[src/sv/rbm_cell.sv]
// ----------------------------------------------------------------------------
// rbm_cell: one column-sum cell of the horizontal window chain
// Holds the column sums of one column and hands them to its neighbor.
// ----------------------------------------------------------------------------
module rbm_cell #(
	parameter int DW = 36
) (
	input  logic          clk,
	input  logic          shift,
	input  logic [DW-1:0] d,
	output logic [DW-1:0] q
);

	logic [DW-1:0] sum_q;

	// advance one column per processed pixel
	always_ff @(posedge clk) begin
		if (shift) begin
			sum_q <= d;
		end
	end

	assign q = sum_q;

endmodule

[config.mk]
export PLATFORM = sky130hd
export DESIGN_NAME = rbm_cell
export DESIGN_NICKNAME = d
export VERILOG_FILES = /design/src/sv/rbm_cell.sv
export SDC_FILE = /design/constraint.sdc
export NUM_CORES = 1
export LEC_CHECK = 0
export ABC_AREA = 0
export BUFFER_PORTS_ARGS = -buffer_cell sky130_fd_sc_hd__buf_4
export CAP_MARGIN = 10
export CORE_MARGIN = 2
export CORE_UTILIZATION = 39
export CTS_CLUSTER_SIZE = 10
export DETAILED_ROUTE_END_ITERATION = 8
export GPL_TIMING_DRIVEN = 0
export HOLD_SLACK_MARGIN = 0.06
export PLACE_DENSITY = 0.88
export SYNTH_ARGS = -nofsm -noshare
export SYNTH_HDL_FRONTEND = slang
export SYNTH_SLANG_ARGS = --single-unit
export TNS_END_PERCENT = 1
[constraint.sdc]
create_clock -name clk -period 0.8 [get_ports clk]
set_clock_uncertainty 0.1 [all_clocks]
set_input_delay 0.08 -clock clk [delete_from_list [all_inputs] [get_ports clk]]
set_output_delay 0.08 -clock clk [all_outputs]
set_load 0.02 [all_outputs]
Yosys cells after proc, flatten, opt, wreduce, memory -nomap -nowiden
Index checks and enable logic that the tools add are counted.
{ "totals": {"register_bits": 36, "in_bits": 38, "output_inout_bits": 36} }

Depth between registers and ports, before layout
{ "depth": {"ltp_word": 0, "ltp_mapped": 0, "mapped_depth_nobuf": 0} }

Worst setup path before layout
No wires, ideal clock.
{ "synth_path": {"path_type": "register to output", "start": "register sum_q[0] (netlist: q[0])", "end": "output port q[0]", "arrival_time_ns": 0.449, "required_time_ns": 0.620, "path_slack_ns": 0.171, "path_stages_with_launch": 1, "path_buffers": 0, "cell_sequence": "edfxtp_1"} }
{ "synth_lines": {"columns": ["item", "line", "rtl"], "rows": [
  ["from (decl)", "14", "logic [DW-1:0] sum_q;"],
  ["from (signal assigned)", "19", "sum_q <= d;"],
  ["to (decl)", "11", "output logic [DW-1:0] q"]
]} }
No word-level cell between the ends.

Final worst setup path
{ "layout_path": {"start": "register sum_q[31] (netlist: q[31])", "end": "output port q[31]"} }
No word-level cell between the ends.

==> implementation parameters <==
Parameter                              Value

STA
  Post-route worst setup slack ... -0.268 ns
  Headroom to the max-slew limit ... 70.6%
  Total setup violations reported at the end of the flow ... 36
  Final Hold Violating Endpoints ... 0
  Setup repair after global routing missed its margin ... yes
  Number of pins with negative max-slew slack in the final report ... 0
  Slew at the pin closest to its max-slew limit ... 0.441 ns
  Final worst path period share ... 134%
  Maximum clock rate ... 936 MHz
  Setup total negative slack ... -8.76 ns
  Minimum clock period after layout ... 1.07 ns

Floorplan
  Die boundary width ... 56.7 µm
  Y dimension of the die ... between 50 and 60 µm
  Number of placement rows ... 19
  I/O pin total ... 74
  Total die area ... 3210 µm²
  Core area ... between 2000 and 3000 µm²
  Initial standard-cell utilization of the core ... 40.2%

Clocking
  CTS HTree Levels ... 2
  Largest buffer count on any clock path ... 2
  CTS sink cnt ... 36
  Cell at the root of the clock tree ... sky130_fd_sc_hd__clkbuf_4
  Clock tree from TritonCTS ... built
  Clock-pin slew of the registers on the worst-case setup and hold paths ... 0.10 ns
  Inserted Clock Buffers ... 5

Pwr
  Static Leak ... approximately 0.94 nW
  Worst IR Drop VDD ... around 1.8 mV
  Total power density per cell area ... 1920 nW/µm²

Route
  Number of DRC markers after the initial detailed-route iteration ... 12
  Residual DRC ... 0
  Via-to-Cell Ratio ... 4.36
  Final wirelength ... 2760 µm
  DR vias ... 802
  Residual antenna-violating net count after detailed routing ... 0
  Average wire per standard cell ... 15.0 µm
  Detailed-router iteration count before antenna repair ... 4

Global routing
  Number of global-route vias before repair ... 862
  Global-route usage over all layers ... 19.0%
  Number of antenna violations at the first check in global routing ... 0
  GR met1 Demand/Resource ... ~17%
  Met2 track demand over resource ... 37.2%
  Global-route wire length before repair ... 4220 µm
  Met3 track utilization from global routing ... 7.37%
  Largest net degree at the start of global routing ... 37
  Total congestion overflow after global routing ... 0
  Layer with the highest usage after global routing ... met2

Setup path
  Largest fanout on the critical path ... 1
  Critical path launch point type ... flip-flop
  Type of the worst setup path ... reg2out
  Top cell family by delay on the critical path ... flip-flops
  Crit-path max cell delay ... around 0.42 ns
  Critical path's slowest cell ... sky130_fd_sc_hd__edfxtp_1
  Kind of end point of the critical path ... primary output
  Buf/Inv on CP ... 1
  Required arrival time at the worst endpoint ... slightly above 0.6 ns
  Critical path origin ... q[31]
  Cells along the critical path ... buf_6
  Crit path DAT ... 0.89 ns

Placement
  Post-Place Cell Area ... 1670 µm²
  RD Place Congestion ... approximately 0.62
  Count of port buffers added during placement ... 73

Logic synthesis
  Mean area per synthesized cell ... 30.0 µm²
  Most common library cells after synthesis ... 36 x sky130_fd_sc_hd__edfxtp_1
  Largest cells by area after synthesis ... sky130_fd_sc_hd__edfxtp_1 100%
  Number of standard cells after synthesis ... 36
  Unique cell type count in the Yosys netlist ... 1
  Top-area cell type share of the netlist area ... 100%
  Number of synthesized flops with an enable pin ... 36
  Post-Synthesis Cell Area ... ~1100 µm²
  Sequential-to-total area share from yosys stat ... 100%
  Post-synthesis cell type with the largest combined area ... sky130_fd_sc_hd__edfxtp_1
  Proportion of synthesized flip-flops having asynchronous set or reset ... 0%
  Leading register cell type out of synthesis ... sky130_fd_sc_hd__edfxtp_1
  Number of nets produced by synthesis ... 74
  Yosys reg bits ... 36
  Synth warnings ... 0
  Most frequent cell after synthesis ... sky130_fd_sc_hd__edfxtp_1

Min path
  Source of the worst hold timing path ... shift
  Kind of path behind the tightest hold check ... in2reg
  Number of cells traversed by the worst hold path ... 1
  Worst Hold End ... q[31]

Outcome
  Failing checks ... negative setup slack
  Result of the run ... finished, violations left

Job
  Reported max-cap violation count ... 0

Layout
  Share of post-route cells with drive strength above 1 ... 51.6%
  Final #Nets ... 190
  Layout multi-input combinational cell count ... 0
  Design Area, Final ... 2240 µm²
  Count of antenna diodes in the layout ... 0
  Area taken by multi-input logic gates ... 0 µm²
  Flip-flop count of the largest register after layout ... 36
  Area growth, synth to finish ... 107%
[layout make-up]
type	count	area, µm²
Timing Repair Buffer	109	1040
Clock inverter	3	37.5
Clock buffer	5	37.5
Sequential cell	36	1080
Tap cell	31	38.8
Fill cell	130	448
[cells in the final DEF (no fill, tap or decap)]
cell / instances
sky130_fd_sc_hd__clkbuf_4: 5
sky130_fd_sc_hd__buf_4: 37
sky130_fd_sc_hd__clkinv_1: 2
sky130_fd_sc_hd__dlygate4sd3_1: 36
sky130_fd_sc_hd__edfxtp_1: 36
sky130_fd_sc_hd__buf_6: 36
sky130_fd_sc_hd__bufinv_16: 1
[per-stage QoR]
stage | total power, mW | cells | hold slack (ns) | worst slack, ns | utilization [%]
floorplan | 2.52 | 36 | 0.0789 | 0.171 | -
finish | 4.31 | 184 | 0.130 | -0.268 | 83.3
CTS | 4.34 | 184 | 0.126 | -0.283 | 83.3
global route | 4.47 | 184 | 0.118 | -0.316 | 83.3
detailed placement | 2.91 | 140 | 0.159 | -0.135 | 62.1
global placement | 2.89 | 140 | 0.159 | -0.102 | 62.1
[what timing repair did]
item,in CTS,in global routing
hold buffers,36,0
resized for setup,36,0
buffers inserted,0,0
endpoints found under the hold margin,36,0
setup endpoints to repair,36,36
pin swaps,0,0
[logic make-up (layout without fill, tap and decap cells)]
logic type	after synthesis	after routing	synth area share [%]
flops	36	36	100
buf+inv	0	117	0
[layer usage]
layer | share of wire, % | up-vias
li1 | - | 379
met1 | 32 | 389
met2 | 61 | 30
met3 | 5.3 | 4
met4 | 1.1 | 0
met5 | 0 | -
[how the worst max path moves through the flow]
stage | endpoint | slack, ns | cells past startpoint
final | q[31] | -0.27 | 1
after global routing | q[16] | -0.32 | 1
after CTS | q[16] | -0.28 | 1
after detailed placement | q[32] | -0.13 | 1
after global placement | q[0] | -0.10 | 1
after floorplan | q[0] | 0.17 | 0
[report_power, final]
part / total, mW / internal (mW) / switching [mW]
Combinational: 0.812 / 0.483 / 0.329
Sequential: 2.31 / 2.24 / 0.0704
Clock: 1.18 / 0.638 / 0.542
Total: 4.31 / 3.36 / 0.942
Power figures use the tool's default switching activity.
