File: config.mk
export PLATFORM = sky130hd
export DESIGN_NAME = rbm_recip
export DESIGN_NICKNAME = d
export VERILOG_FILES = /design/src/sv/rbm_pkg.sv /design/src/sv/rbm_recip.sv
export SDC_FILE = /design/constraint.sdc
export NUM_CORES = 1
export LEC_CHECK = 0
export BUFFER_PORTS_ARGS = -buffer_cell sky130_fd_sc_hd__clkbuf_2
export CORE_MARGIN = 5
export CORE_UTILIZATION = 40
export DETAILED_ROUTE_END_ITERATION = 16
export SYNTH_ARGS = -nofsm -noshare
export SYNTH_HDL_FRONTEND = slang
export SYNTH_SLANG_ARGS = --single-unit
File: constraint.sdc
create_clock -name clk -period 2.6 [get_ports clk]
set_clock_uncertainty 0.2 [all_clocks]
set_input_delay 0.13 -clock clk [delete_from_list [all_inputs] [get_ports clk]]
set_output_delay 0.13 -clock clk [all_outputs]
set_load 0.01 [all_outputs]
File: src/sv/rbm_pkg.sv
// ----------------------------------------------------------------------------
// rbm_pkg: shared constants for the RGB box mean filter
// Field widths, register indexes, reset values and reciprocal scaling.
// ----------------------------------------------------------------------------
package rbm_pkg;

	// payload and arithmetic widths
	localparam int PIX_W = 8;
	localparam int CS_W  = 12;
	localparam int WS_W  = 16;
	localparam int ROW_W = 16;
	localparam int IN_CH = 3;
	localparam int K_W   = 4;
	localparam int LW_W  = 11;

	// configuration port
	localparam int CFG_IDX_W = 2;
	localparam logic [CFG_IDX_W-1:0] REG_WINDOW_SIZE = 2'd0;
	localparam logic [CFG_IDX_W-1:0] REG_LINE_WIDTH  = 2'd1;

	localparam int K_RESET  = 3;
	localparam int LW_RESET = 1024;

	// parameter defaults
	localparam int MAX_WIDTH_D  = 1024;
	localparam int MAX_WINDOW_D = 15;
	localparam int CHANNELS_D   = 3;

	// largest window the register can select, one chain cell per column
	localparam int NCELL    = (1 << K_W) - 1;
	localparam int AREA_MAX = NCELL * NCELL;
	localparam int AREA_W   = $clog2(AREA_MAX + 1);

	// reciprocal ceil(2^RSH / area) gives an exact floor for WS_W-bit sums
	localparam int RSH       = WS_W + AREA_W;
	localparam int RCP_W     = RSH + 1;
	localparam int CNT_W     = $clog2(RSH);
	localparam int RCP_RESET = ((1 << RSH) + K_RESET * K_RESET - 1) / (K_RESET * K_RESET);

endpackage

File: src/sv/rbm_recip.sv
// ----------------------------------------------------------------------------
// rbm_recip: serial reciprocal of the window area
// Computes ceil(2^RSH / k*k) one quotient bit per cycle.
// ----------------------------------------------------------------------------
module rbm_recip
	import rbm_pkg::*;
(
	input  logic             clk,
	input  logic             arst_n,
	input  logic             start,
	input  logic [K_W-1:0]   k,
	output logic             busy,
	output logic [RCP_W-1:0] recip
);

	logic             busy_q;
	logic [CNT_W-1:0] cnt_q;
	logic [AREA_W-1:0] rem_q;
	logic [RSH-1:0]   quo_q;
	logic [AREA_W-1:0] area;
	logic [AREA_W:0]  trial;
	logic             fits;

	assign area  = AREA_W'(k) * AREA_W'(k);
	// numerator is all ones: shift in a one each step
	assign trial = {rem_q, 1'b1};
	assign fits  = trial >= {1'b0, area};

	// restoring division, one bit per cycle
	always_ff @(posedge clk or negedge arst_n) begin
		if (!arst_n) begin
			busy_q <= 1'b1;
			cnt_q  <= '0;
			rem_q  <= '0;
			quo_q  <= '0;
		end else if (start) begin
			busy_q <= 1'b1;
			cnt_q  <= '0;
			rem_q  <= '0;
			quo_q  <= '0;
		end else if (busy_q) begin
			rem_q  <= fits ? AREA_W'(trial - {1'b0, area}) : AREA_W'(trial);
			quo_q  <= {quo_q[RSH-2:0], fits};
			cnt_q  <= cnt_q + 1'b1;
			if (cnt_q == CNT_W'(RSH - 1)) begin
				busy_q <= 1'b0;
			end
		end
	end

	assign busy  = busy_q;
	assign recip = {1'b0, quo_q} + RCP_W'(1);

endmodule

* Word-level counts from Yosys, hierarchy flattened
Index checks and enable logic that the tools add are counted.
** Operators by class
- $add $sub $neg :: 3
- Multiply operators :: 1
- Magnitude comparators :: 1
- Equality and inequality tests :: 1
- Mux-type cells :: 10
- Reductions and logical operators :: 1
** Operators by type and width (number)
- 24-bit two-way mux :: 2
- 24-bit by 1-bit adder with 25-bit output (second input constant) :: 1
- 8-bit two-way mux :: 3
- 5-bit two-way mux :: 2
- 9-bit by 8-bit >= comparator with 1-bit output :: 1
- 4-bit by 4-bit multiplier with 8-bit output :: 1
- 8-bit subtractor :: 1
- 5-bit by 1-bit adder with 5-bit output (second input constant) :: 1
- 5-bit equality test (second input constant) :: 1
- 1-bit two-way mux :: 3
- 2-bit nonzero test :: 1
** Word-level totals
- Flip-flop bits (word level) :: 38
- Bits of input ports :: 7
- Output and inout port bits :: 26
- Logic and storage cells :: 21

* Logic depth before layout (Yosys ltp)
Gate-level depths: netlist (run 1).
- Depth in word-level cells :: 5
- Gate-level depth with buffers :: 14

* Worst setup path before layout (run 1)
Ideal clock, no wire load.
- Path type :: input -> register
- From :: input port k[2]
- To :: register rem_q[5]
- Setup time :: 0.126 ns
- Arrival time :: 2.504 ns
- Required time :: 2.274 ns
- Setup slack :: -0.230 ns
- Stages :: 12
- Path buffers :: 0
- Path through :: nor2b_1 > nand2_1 > inv_1 > ha_1 > a31o_2 > a21oi_1 > nor2b_1 > o31ai_1 > ha_1 > a211oi_1 > nand2_1 > o311a_1
** On the way
- Longest elaborated chain between the ends :: 5
- Elaborated cells between the ends (all ways) :: 6
- Classes of those cells :: add/sub: 1; mul: 1; order compare: 1; mux: 3
** RTL lines
- from (decl) :: RTL line rbm_recip.sv:11 : input logic [K_W-1:0] k,
- 4-bit by 4-bit multiplier with 8-bit output (*) :: RTL line rbm_recip.sv:24 : assign area = AREA_W'(k) * AREA_W'(k);
- 8-bit subtractor or 9-bit by 8-bit >= comparator with 1-bit output (tied branches) :: RTL line rbm_recip.sv:42, rbm_recip.sv:27
- 8-bit two-way mux (*) :: RTL line rbm_recip.sv:42 : rem_q <= fits ? AREA_W'(trial - {1'b0, area}) : AREA_W'(trial);
- 8-bit two-way mux (*) :: RTL line rbm_recip.sv:41 : end else if (busy_q) begin
- 8-bit two-way mux (*) :: RTL line rbm_recip.sv:36 : end else if (start) begin
- to (signal assigned) :: RTL line rbm_recip.sv:42
- to (decl) :: RTL line rbm_recip.sv:18 : logic [AREA_W-1:0] rem_q;
Every way passes the cells marked *; elsewhere a longest branch is shown, timed or not. The select of a mux whose other input is x is not followed.
A chain may end at the register's enable or synchronous reset.

* Final worst setup path (run 1)
Same ends and word-level chain as after synthesis.

==> results of run 1 <==
## worst paths after layout
check                                 to  slack, ns  depth (start not counted)
worst max-delay path            rem_q[5]       0.11                         15
worst min-delay path            rem_q[7]       0.32                          2
worst max register to register  rem_q[7]       0.51                          6
worst min register to register  cnt_q[4]       0.35                          2
max in group asynchronous           busy       1.21                          3
min in group clk                cnt_q[4]       0.35                          2
## cell usage after synthesis, types with 3 or more instances
cell / instances
and3_1: 4
nand3_1: 14
mux2i_1: 25
clkbuf_1: 7
nor2_1: 43
and2_1: 3
xor2_1: 8
nand4_1: 6
inv_1: 9
xnor2_1: 23
a311oi_1: 5
a21oi_1: 5
nand2_1: 15
o21ai_0: 5
and4_4: 3
nor2b_1: 4
dfrtp_1: 37
ha_1: 12
## layer usage
metal	routed length [um]	vias to the layer above	track usage, %
li1	-	1052	-
met1	2680	998	20.5
met2	2580	35	24.0
met3	211	4	2.03
met4	62	0	5.28
met5	0	-	0
## cell families after synthesis
logic type / Yosys count / synth area share (%)
multiplexers: 26 / 10.4
AO/OA/AOI/OAI: 32 / 9.29
flip-flops: 38 / 38.0
buffers and inverters: 19 / 3.10
XOR/XNOR: 32 / 11.5
AND/OR/NAND/NOR: 103 / 20.9
adder cells (fa/ha/maj): 13 / 6.79
## report_power, final
group / internal (uW) / switching [uW] / total [uW]
clock network: 213 / 211 / 424
logic: 542 / 471 / 1010
registers: 652 / 74.2 / 726
## sequential cells by signal, summed over array words and instances, names as in the netlist
signal / cells
rem_q: 8
cnt_q: 5
busy: 1
quo_q: 24
## cell type report
class	count	area, um2
inverters	9	33.8
multi-input cells	206	1630
clock buffers	6	82.6
clock inverters	2	12.5
fillers	532	2740
flip-flops and latches	38	952
repair buffers	65	445
well taps	75	93.8
## worst register-to-register path, cell delays in order, from the launching register on
cell      delay [ns]
dfrtp_1         0.42
ha_1            0.34
nand2b_1        0.09
a21oi_1         0.24
o2111a_2        0.34
o22ai_2         0.10
a311oi_2        0.26
## through the flow
step           std cells  power (uW)  utilization [%]  setup slack [ns]   TNS, ns
3_5_place_dp         382        1510             48.5            -0.419     -2.70
5_1_grt              401        2300             54.3           -0.0269   -0.0518
3_3_place_gp         382        1500             48.5            -0.300     -2.08
4_1_cts              399        2000             52.0          -0.00700  -0.00700
2_1_floorplan        263        1230                -           -0.0608   -0.0628
6_report             401        2160             54.3             0.113         0
## timing repair
action                                 in CTS  in global routing
hold buffers                                3                  0
setup endpoints to repair                   6                  8
buffers inserted                            6                  3
pin swaps                                  10                 20
gates resized for setup                     9                 30
endpoints found under the hold margin      44                  0
==> reports/metrics.yaml, run 1 <==
place:
  place_congestion: 0.799
  placed_area_um2: 2900
  dp_hpwl_mm: 3.90
  port_buffers: 32
sta:
  hold_viol_final: 0
  rsz0062_at_grt: "yes"
  finalCritPeriodShare_pct: 95.7
  max_freq_mhz: 402
  worstMarginPinSlew_ns: 0.955
  setup_violations: 0
  drv_slew: 0
  relSlewSlack_pct: 36.3
  finalCriticalPeriod_ns: 2.49
  hold_ws_ns: 0.322
flow_run:
  drv_cap: 0
cells_and_area:
  n_antenna_cell: 0
  layout_common_cells: "43 x nor2_1, 37 x dfrtp_1, 29 x clkbuf_2, 28 x buf_4, 25 x mux2i_1"
  nets: 345
  final_cell_area_um2: 3250
  drive_above_1_share_pct: 32.5
  final_common_cell: "nor2_1"
  area_delta_synth_final_pct: 29.9
synthesis:
  synthArstFlopShare_pct: 100
  yosysSeqAreaShare_pct: 38.0
  syn_inst: 263
  yosysWarnings: 0
  syn_area_um2: 2500
  synth_edf_count: 0
  syn-num-nets: 283
  synthTopCellsByArea: "dfrtp_1 37%, mux2i_1 10%, xnor2_1 8.0%"
  ys_seq_elements: 38
  synth_ff_type: "dfrtp_1"
  synth_top_cell_by_area: "dfrtp_1"
  ys_types: 44
  avgSynthCellArea_um2: 9.52
  synth_top_area_share_pct: 37.0
critical_path:
  cp.required_ns: 2.57
  critPathMaxStageDelay_ns: 0.36
  cp_num_buf_inv: 3
  crit_family: "compound AO/OA/AOI/OAI gates"
  r2r_start: "rem_q[2]"
  crit_top_cell: "nand2_2"
  worst-endpoint-arrival_ns: 2.46
  crit_type: "in -> reg"
  crit_chain: "buf_6 -> nor2b_4 -> nand2_2 -> buf_6 -> fa_2 -> inv_2 -> a21o_1 -> a21oi_2 -> xnor2_1 -> ha_1 -> nand2_1 -> nand2_2 -> a211oi_4 -> nand2_2 -> o311a_1"
  cp-startpoint: "k[2]"
  cp-end-kind: "flip-flop"
  startpoint_type: "input pin"
  slowest_stage: "a211oi_4"
  crit_fanout: 5
power_and_ir_drop:
  leakage_uw: 0.00169
  peakVddDrop_v: 0.000304
  power_density_nw_per_um2: 665
global_route:
  grt_usage_pct: 14.9
  antenna_found_initial: 0
  grt_pass1_wl_mm: 9.37
  overflow: 0
  grt_pass1_vias: 2025
  grt_max_degree: 39
route:
  drt_wl_total_mm: 5.53
  drc: 0
  first_iter_violations: 113
  drt-vias-per-instance: 5.21
  antenna_left: 0
  vias: 2089
  dr.pass1.iters: 4
  routedWlPerCell_um: 13.8
cts:
  htree_levels: 2
  cts_sinks: 38
  cts_buffers: 5
  cts_tree: "yes"
  clock_path_buffers: 2
  root_buffer: "clkbuf_8"
  clk_pin_slew_ns: 0.07
  clk_latency_ns: 0.29
status:
  status: "completed"
die:
  dieArea_um2: 7950
  core_um2: 5990
  dieWidth_um: 89.1
  io_pins: 33
  initial_core_util_pct: 41.8
  die_y_um: 89.1
  num_rows: 28
worst_hold_path:
  min_path_type: "in -> async"
Power figures use the tool's default switching activity.
==> run 2: changes to the inputs <==
clock period = 3 ns   (was 2.6 ns; I/O delays follow)
==> reports/metrics.yaml, run 2 (synthesis results as in run 1) <==
status:
  status: "completed"
critical_path:
  crit_type: "in -> reg"
  startpoint_type: "input pin"
  crit_fanout: 3
  cp-end-kind: "flip-flop"
  worst-endpoint-arrival_ns: 2.66
  cp.required_ns: 2.93
route:
  dr.pass1.iters: 4
  drc: 0
  drt_wl_total_mm: 4.97
  vias: 1975
  first_iter_violations: 99
  drt-vias-per-instance: 5.22
  routedWlPerCell_um: 13.2
  antenna_left: 0
power_and_ir_drop:
  leakage_uw: 0.00157
  power_density_nw_per_um2: 591
  peakVddDrop_v: 0.000392
cells_and_area:
  top_register: "quo_q"
  nets: 322
  largest_reg_flops: 24
  stdcell_count: 378
  final_common_cell: "nor2_1"
  drive_above_1_share_pct: 19.5
  layout_common_cells: "43 x nor2_1, 37 x dfrtp_1, 32 x clkbuf_2, 25 x mux2i_1, 23 x xnor2_1"
  final_core_util_pct: 49.0
  n_antenna_cell: 0
  biggestRegsByFlops: "quo_q: 24 flops, rem_q: 8 flops, cnt_q: 5 flops"
  area_delta_synth_final_pct: 17.2
cts:
  cts_sinks: 38
  clk_pin_slew_ns: 0.07
  cts_tree: "yes"
  holdBufCountCts: 1
  cts_setup_buffers: 0
  htree_levels: 2
  clock_path_buffers: 2
  root_buffer: "clkbuf_8"
  cts_buffers: 5
  clk_latency_ns: 0.29
  cts_resized: 0
die:
  core_um2: 5990
  initial_core_util_pct: 41.8
  dieWidth_um: 89.1
  dieArea_um2: 7950
  die_y_um: 89.1
  io_pins: 33
  num_rows: 28
sta:
  fin_ws_ns: 0.271
  drv_slew: 0
  relSlewSlack_pct: 39.1
  hold_ws_ns: 0.0248
  worstMarginPinSlew_ns: 0.914
  rsz0062_at_grt: "no"
  setup_violations: 0
  finalCritPeriodShare_pct: 91.0
  finalCriticalPeriod_ns: 2.73
  max_freq_mhz: 366
  hold_viol_final: 0
place:
  port_buffers: 32
  dp_hpwl_mm: 3.68
  placed_cells: 369
  pre_cts_slack_ns: -0.0376
  place_congestion: 0.804
global_route:
  grt_pass1_vias: 1920
  grt_usage_pct: 14.1
  grt_max_degree: 39
  antenna_found_initial: 0
  grt_pass1_wl_mm: 8.88
  overflow: 0
flow_run:
  drv_cap: 0
worst_hold_path:
  min_path_type: "in -> reg"
[run 2: path summary, 6_finish.rpt]
kind,cells past startpoint,from,slack (ns),endpoint
worst min-delay path,3,k[0],0.02,rem_q[0]
max in group asynchronous,2,arst_n,1.71,rem_q[7]
worst max-delay path,14,k[2],0.27,rem_q[7]
worst max register to register,6,rem_q[2],0.77,rem_q[5]
worst min register to register,2,cnt_q[4],0.34,cnt_q[4]
min in group asynchronous,2,arst_n,0.33,quo_q[14]
[run 2: per-layer routing]
metal | GRT usage, % | share of wire, % | vias up
met1 | 19.3 | 48 | 931
met4 | 3.92 | 0.97 | 0
met5 | 0 | 0 | -
met2 | 22.2 | 47 | 37
met3 | 3.32 | 4.6 | 6
li1 | - | - | 1001
[run 2: report_power, final]
| group | switching, uW | internal, uW | total [uW] |
|---|---|---|---|
| Sequential | 58.2 | 566 | 624 |
| Clock | 178 | 355 | 533 |
| Combinational | 310 | 267 | 578 |
[run 2: per-stage QoR]
step / power (uW) / instance area, um2 / setup TNS, ns
global route: 1860 / 2940 / 0
detailed placement: 1210 / 2780 / -0.0597
global placement: 1200 / 2780 / 0
floorplan: 1040 / 2500 / 0
CTS: 1750 / 2940 / 0
finish: 1730 / 2940 / 0
[run 2: cell type report]
class,instances,area [um2]
Tap cell,75,93.8
Clock inverter,2,60.1
Inverter,9,33.8
Multi-Input combinational cell,206,1480
Sequential cell,38,952
Timing Repair Buffer,42,238
Fill cell,586,3060
Clock buffer,6,82.6
[run 2: worst max-delay path: stages]
cell and delay, ns:
clkbuf_2 0.09, nor2b_1 0.17, nand2_1 0.09, inv_1 0.06, ha_1 0.21, a31o_2 0.24
a21oi_1 0.20, xor2_1 0.10, ha_1 0.30, o21a_1 0.13, a21boi_0 0.31, mux2_2 0.38
o22ai_1 0.13, a311oi_1 0.10
==> run 3: changes to the inputs <==
CORE_UTILIZATION = 62   (was 40)
PLACE_DENSITY = 0.85   (was unset)
==> reports/metrics.yaml, run 3 (synthesis results as in run 1) <==
status:
  status: "completed"
die:
  die_y_um: 73.6
  core_um2: 3970
  initial_core_util_pct: 63.1
  io_pins: 33
  dieArea_um2: 5410
  num_rows: 23
  dieWidth_um: 73.6
critical_path:
  slowest_stage: "mux2_2"
  startpoint_type: "input pin"
  crit_top_cell: "ha_1"
  reg2reg_slack_ns: 0.81
  crit_end: "rem_q[7]"
  cp-startpoint: "k[2]"
  crit_type: "in -> reg"
  crit_fanout: 3
  r2r_start: "rem_q[3]"
  regToRegEndpoint: "rem_q[7]"
  cp.required_ns: 2.93
  r2r.worst_path.cells: 6
  crit_chain: "clkbuf_2 -> nor2b_1 -> nand2_1 -> inv_1 -> ha_1 -> a31o_2 -> a21oi_1 -> xor2_1 -> ha_1 -> o21a_1 -> a21boi_0 -> mux2_2 -> o22ai_1 -> a311oi_1"
  cp-end-kind: "flip-flop"
  critPathMaxStageDelay_ns: 0.38
  worst-endpoint-arrival_ns: 2.66
power_and_ir_drop:
  p_int_uw: 1110
  pwr-share-clk_pct: 26.6
  leakage_uw: 0.00156
  power.switching_uw: 527
  sw_frac_of_total_pct: 32.2
  combPwrFrac_pct: 35.0
  peakVddDrop_v: 0.000385
  power_frac_seq_pct: 38.4
  power_density_nw_per_um2: 567
route:
  drt-vias-per-instance: 5.58
  drt_wl_total_mm: 4.52
  first_iter_violations: 105
  routedWlPerCell_um: 12.8
  antenna_left: 0
  drc: 0
  dr.pass1.iters: 4
  vias: 1976
place:
  dp_hpwl_mm: 3.41
  pre_cts_slack_ns: -0.0407
  port_buffers: 32
  placed_area_um2: 2760
  place_congestion: 0.819
sta:
  finalCriticalPeriod_ns: 2.73
  fin_ws_ns: 0.268
  hold_viol_final: 0
  relSlewSlack_pct: 40.8
  max_freq_mhz: 366
  rsz0062_at_grt: "no"
  worstMarginPinSlew_ns: 0.887
  drv_slew: 0
  setup_violations: 0
  finalCritPeriodShare_pct: 91.1
cells_and_area:
  drive_above_1_share_pct: 19.4
  final_common_cell: "nor2_1"
  num-fill-cells: 293
  top_register: "quo_q"
  nets: 323
  layout_common_cells: "43 x nor2_1, 37 x dfrtp_1, 32 x clkbuf_2, 25 x mux2i_1, 23 x xnor2_1"
  final_cell_area_um2: 2890
  area_delta_synth_final_pct: 15.2
  n_antenna_cell: 0
  biggestRegsByFlops: "quo_q: 24 flops, rem_q: 8 flops, cnt_q: 5 flops"
  largest_reg_flops: 24
cts:
  cts_sinks: 38
  clk_latency_ns: 0.29
  clk_pin_slew_ns: 0.07
  clock_path_buffers: 2
  cts_tree: "yes"
  cts_resized: 0
  cts_setup_buffers: 0
  htree_levels: 2
  root_buffer: "clkbuf_8"
  cts_buffers: 5
global_route:
  grt_usage_pct: 18.7
  top_usage_layer: "met2"
  use_met2_pct: 29.6
  grt_pass1_vias: 1851
  grtUsageMet1_pct: 25.1
  overflow: 0
  grt_max_degree: 39
  antenna_found_initial: 0
  met3_usage_pct: 4.10
  grt_pass1_wl_mm: 8.03
flow_run:
  drv_cap: 0
worst_hold_path:
  min_path_type: "in -> reg"
-- run 3: changes by cell type in the layout (fill, tap and decap cells not counted) --
cell / delta
buf_4: +1
bufinv_16: -1
clkbuf_1: +1
-- run 3: worst max-delay path: cells and delay by family --
| kind | cells | cell delay [ns] |
|---|---|---|
| XOR/XNOR | 1 | 0.10 |
| AND/OR/NAND/NOR | 2 | 0.26 |
| adder cells (fa/ha/maj) | 2 | 0.51 |
| multiplexers | 1 | 0.38 |
| AO/OA/AOI/OAI | 6 | 1.11 |
| buffers and inverters | 2 | 0.15 |
-- run 3: area by class of cell --
type                            instances  area, um2  area share, %
Clock buffer                            7       86.3           2.99
Timing Repair Buffer                   43        245           8.50
Sequential cell                        38        952           33.0
Tap cell                               50       62.6           2.17
Clock inverter                          1       30.0           1.04
Multi-Input combinational cell        206       1480           51.1
Inverter                                9       33.8           1.17
-- run 3: power groups by stage --
stage                     clock (uW)  combinational [uW]  sequential (uW)
after floorplan                    0                 424              615
after global placement             0                 562              635
after detailed placement           0                 573              636
after CTS                        447                 575              626
after global routing             468                 660              636
final                            435                 574              628
-- run 3: worst min path at each step --
stage | from | to | slack (ns) | cells past startpoint
finish | k[0] | rem_q[0] | 0.03 | 3
global route | k[0] | rem_q[0] | 0.05 | 3
CTS | k[0] | rem_q[0] | 0.03 | 3
detailed placement | arst_n | quo_q[23] | 0.11 | 1
global placement | arst_n | quo_q[23] | 0.11 | 1
floorplan | arst_n | cnt_q[0] | -0.35 | 0
-- run 3: per-stage QoR --
stage	total power [uW]	instances	util [%]	hold WS, ns	setup TNS, ns
global route	1760	354	72.7	0.0491	0
floorplan	1040	263	-	-0.346	0
CTS	1650	354	72.7	0.0278	0
global placement	1200	345	69.5	0.115	0
finish	1640	354	72.7	0.0329	0
detailed placement	1210	345	69.5	0.111	-0.0459
-- run 3: metal layers --
| layer | vias to the layer above | part of all wire [%] |
|---|---|---|
| met3 | 8 | 4.9 |
| met4 | 0 | 1.4 |
| met2 | 41 | 47 |
| met1 | 919 | 47 |
| li1 | 1008 | - |
| met5 | - | 0 |
-- run 3: what timing repair did --
action,in CTS,in global routing
endpoints found under the setup margin,0,0
hold buffers,1,0
endpoints found under the hold margin,37,0
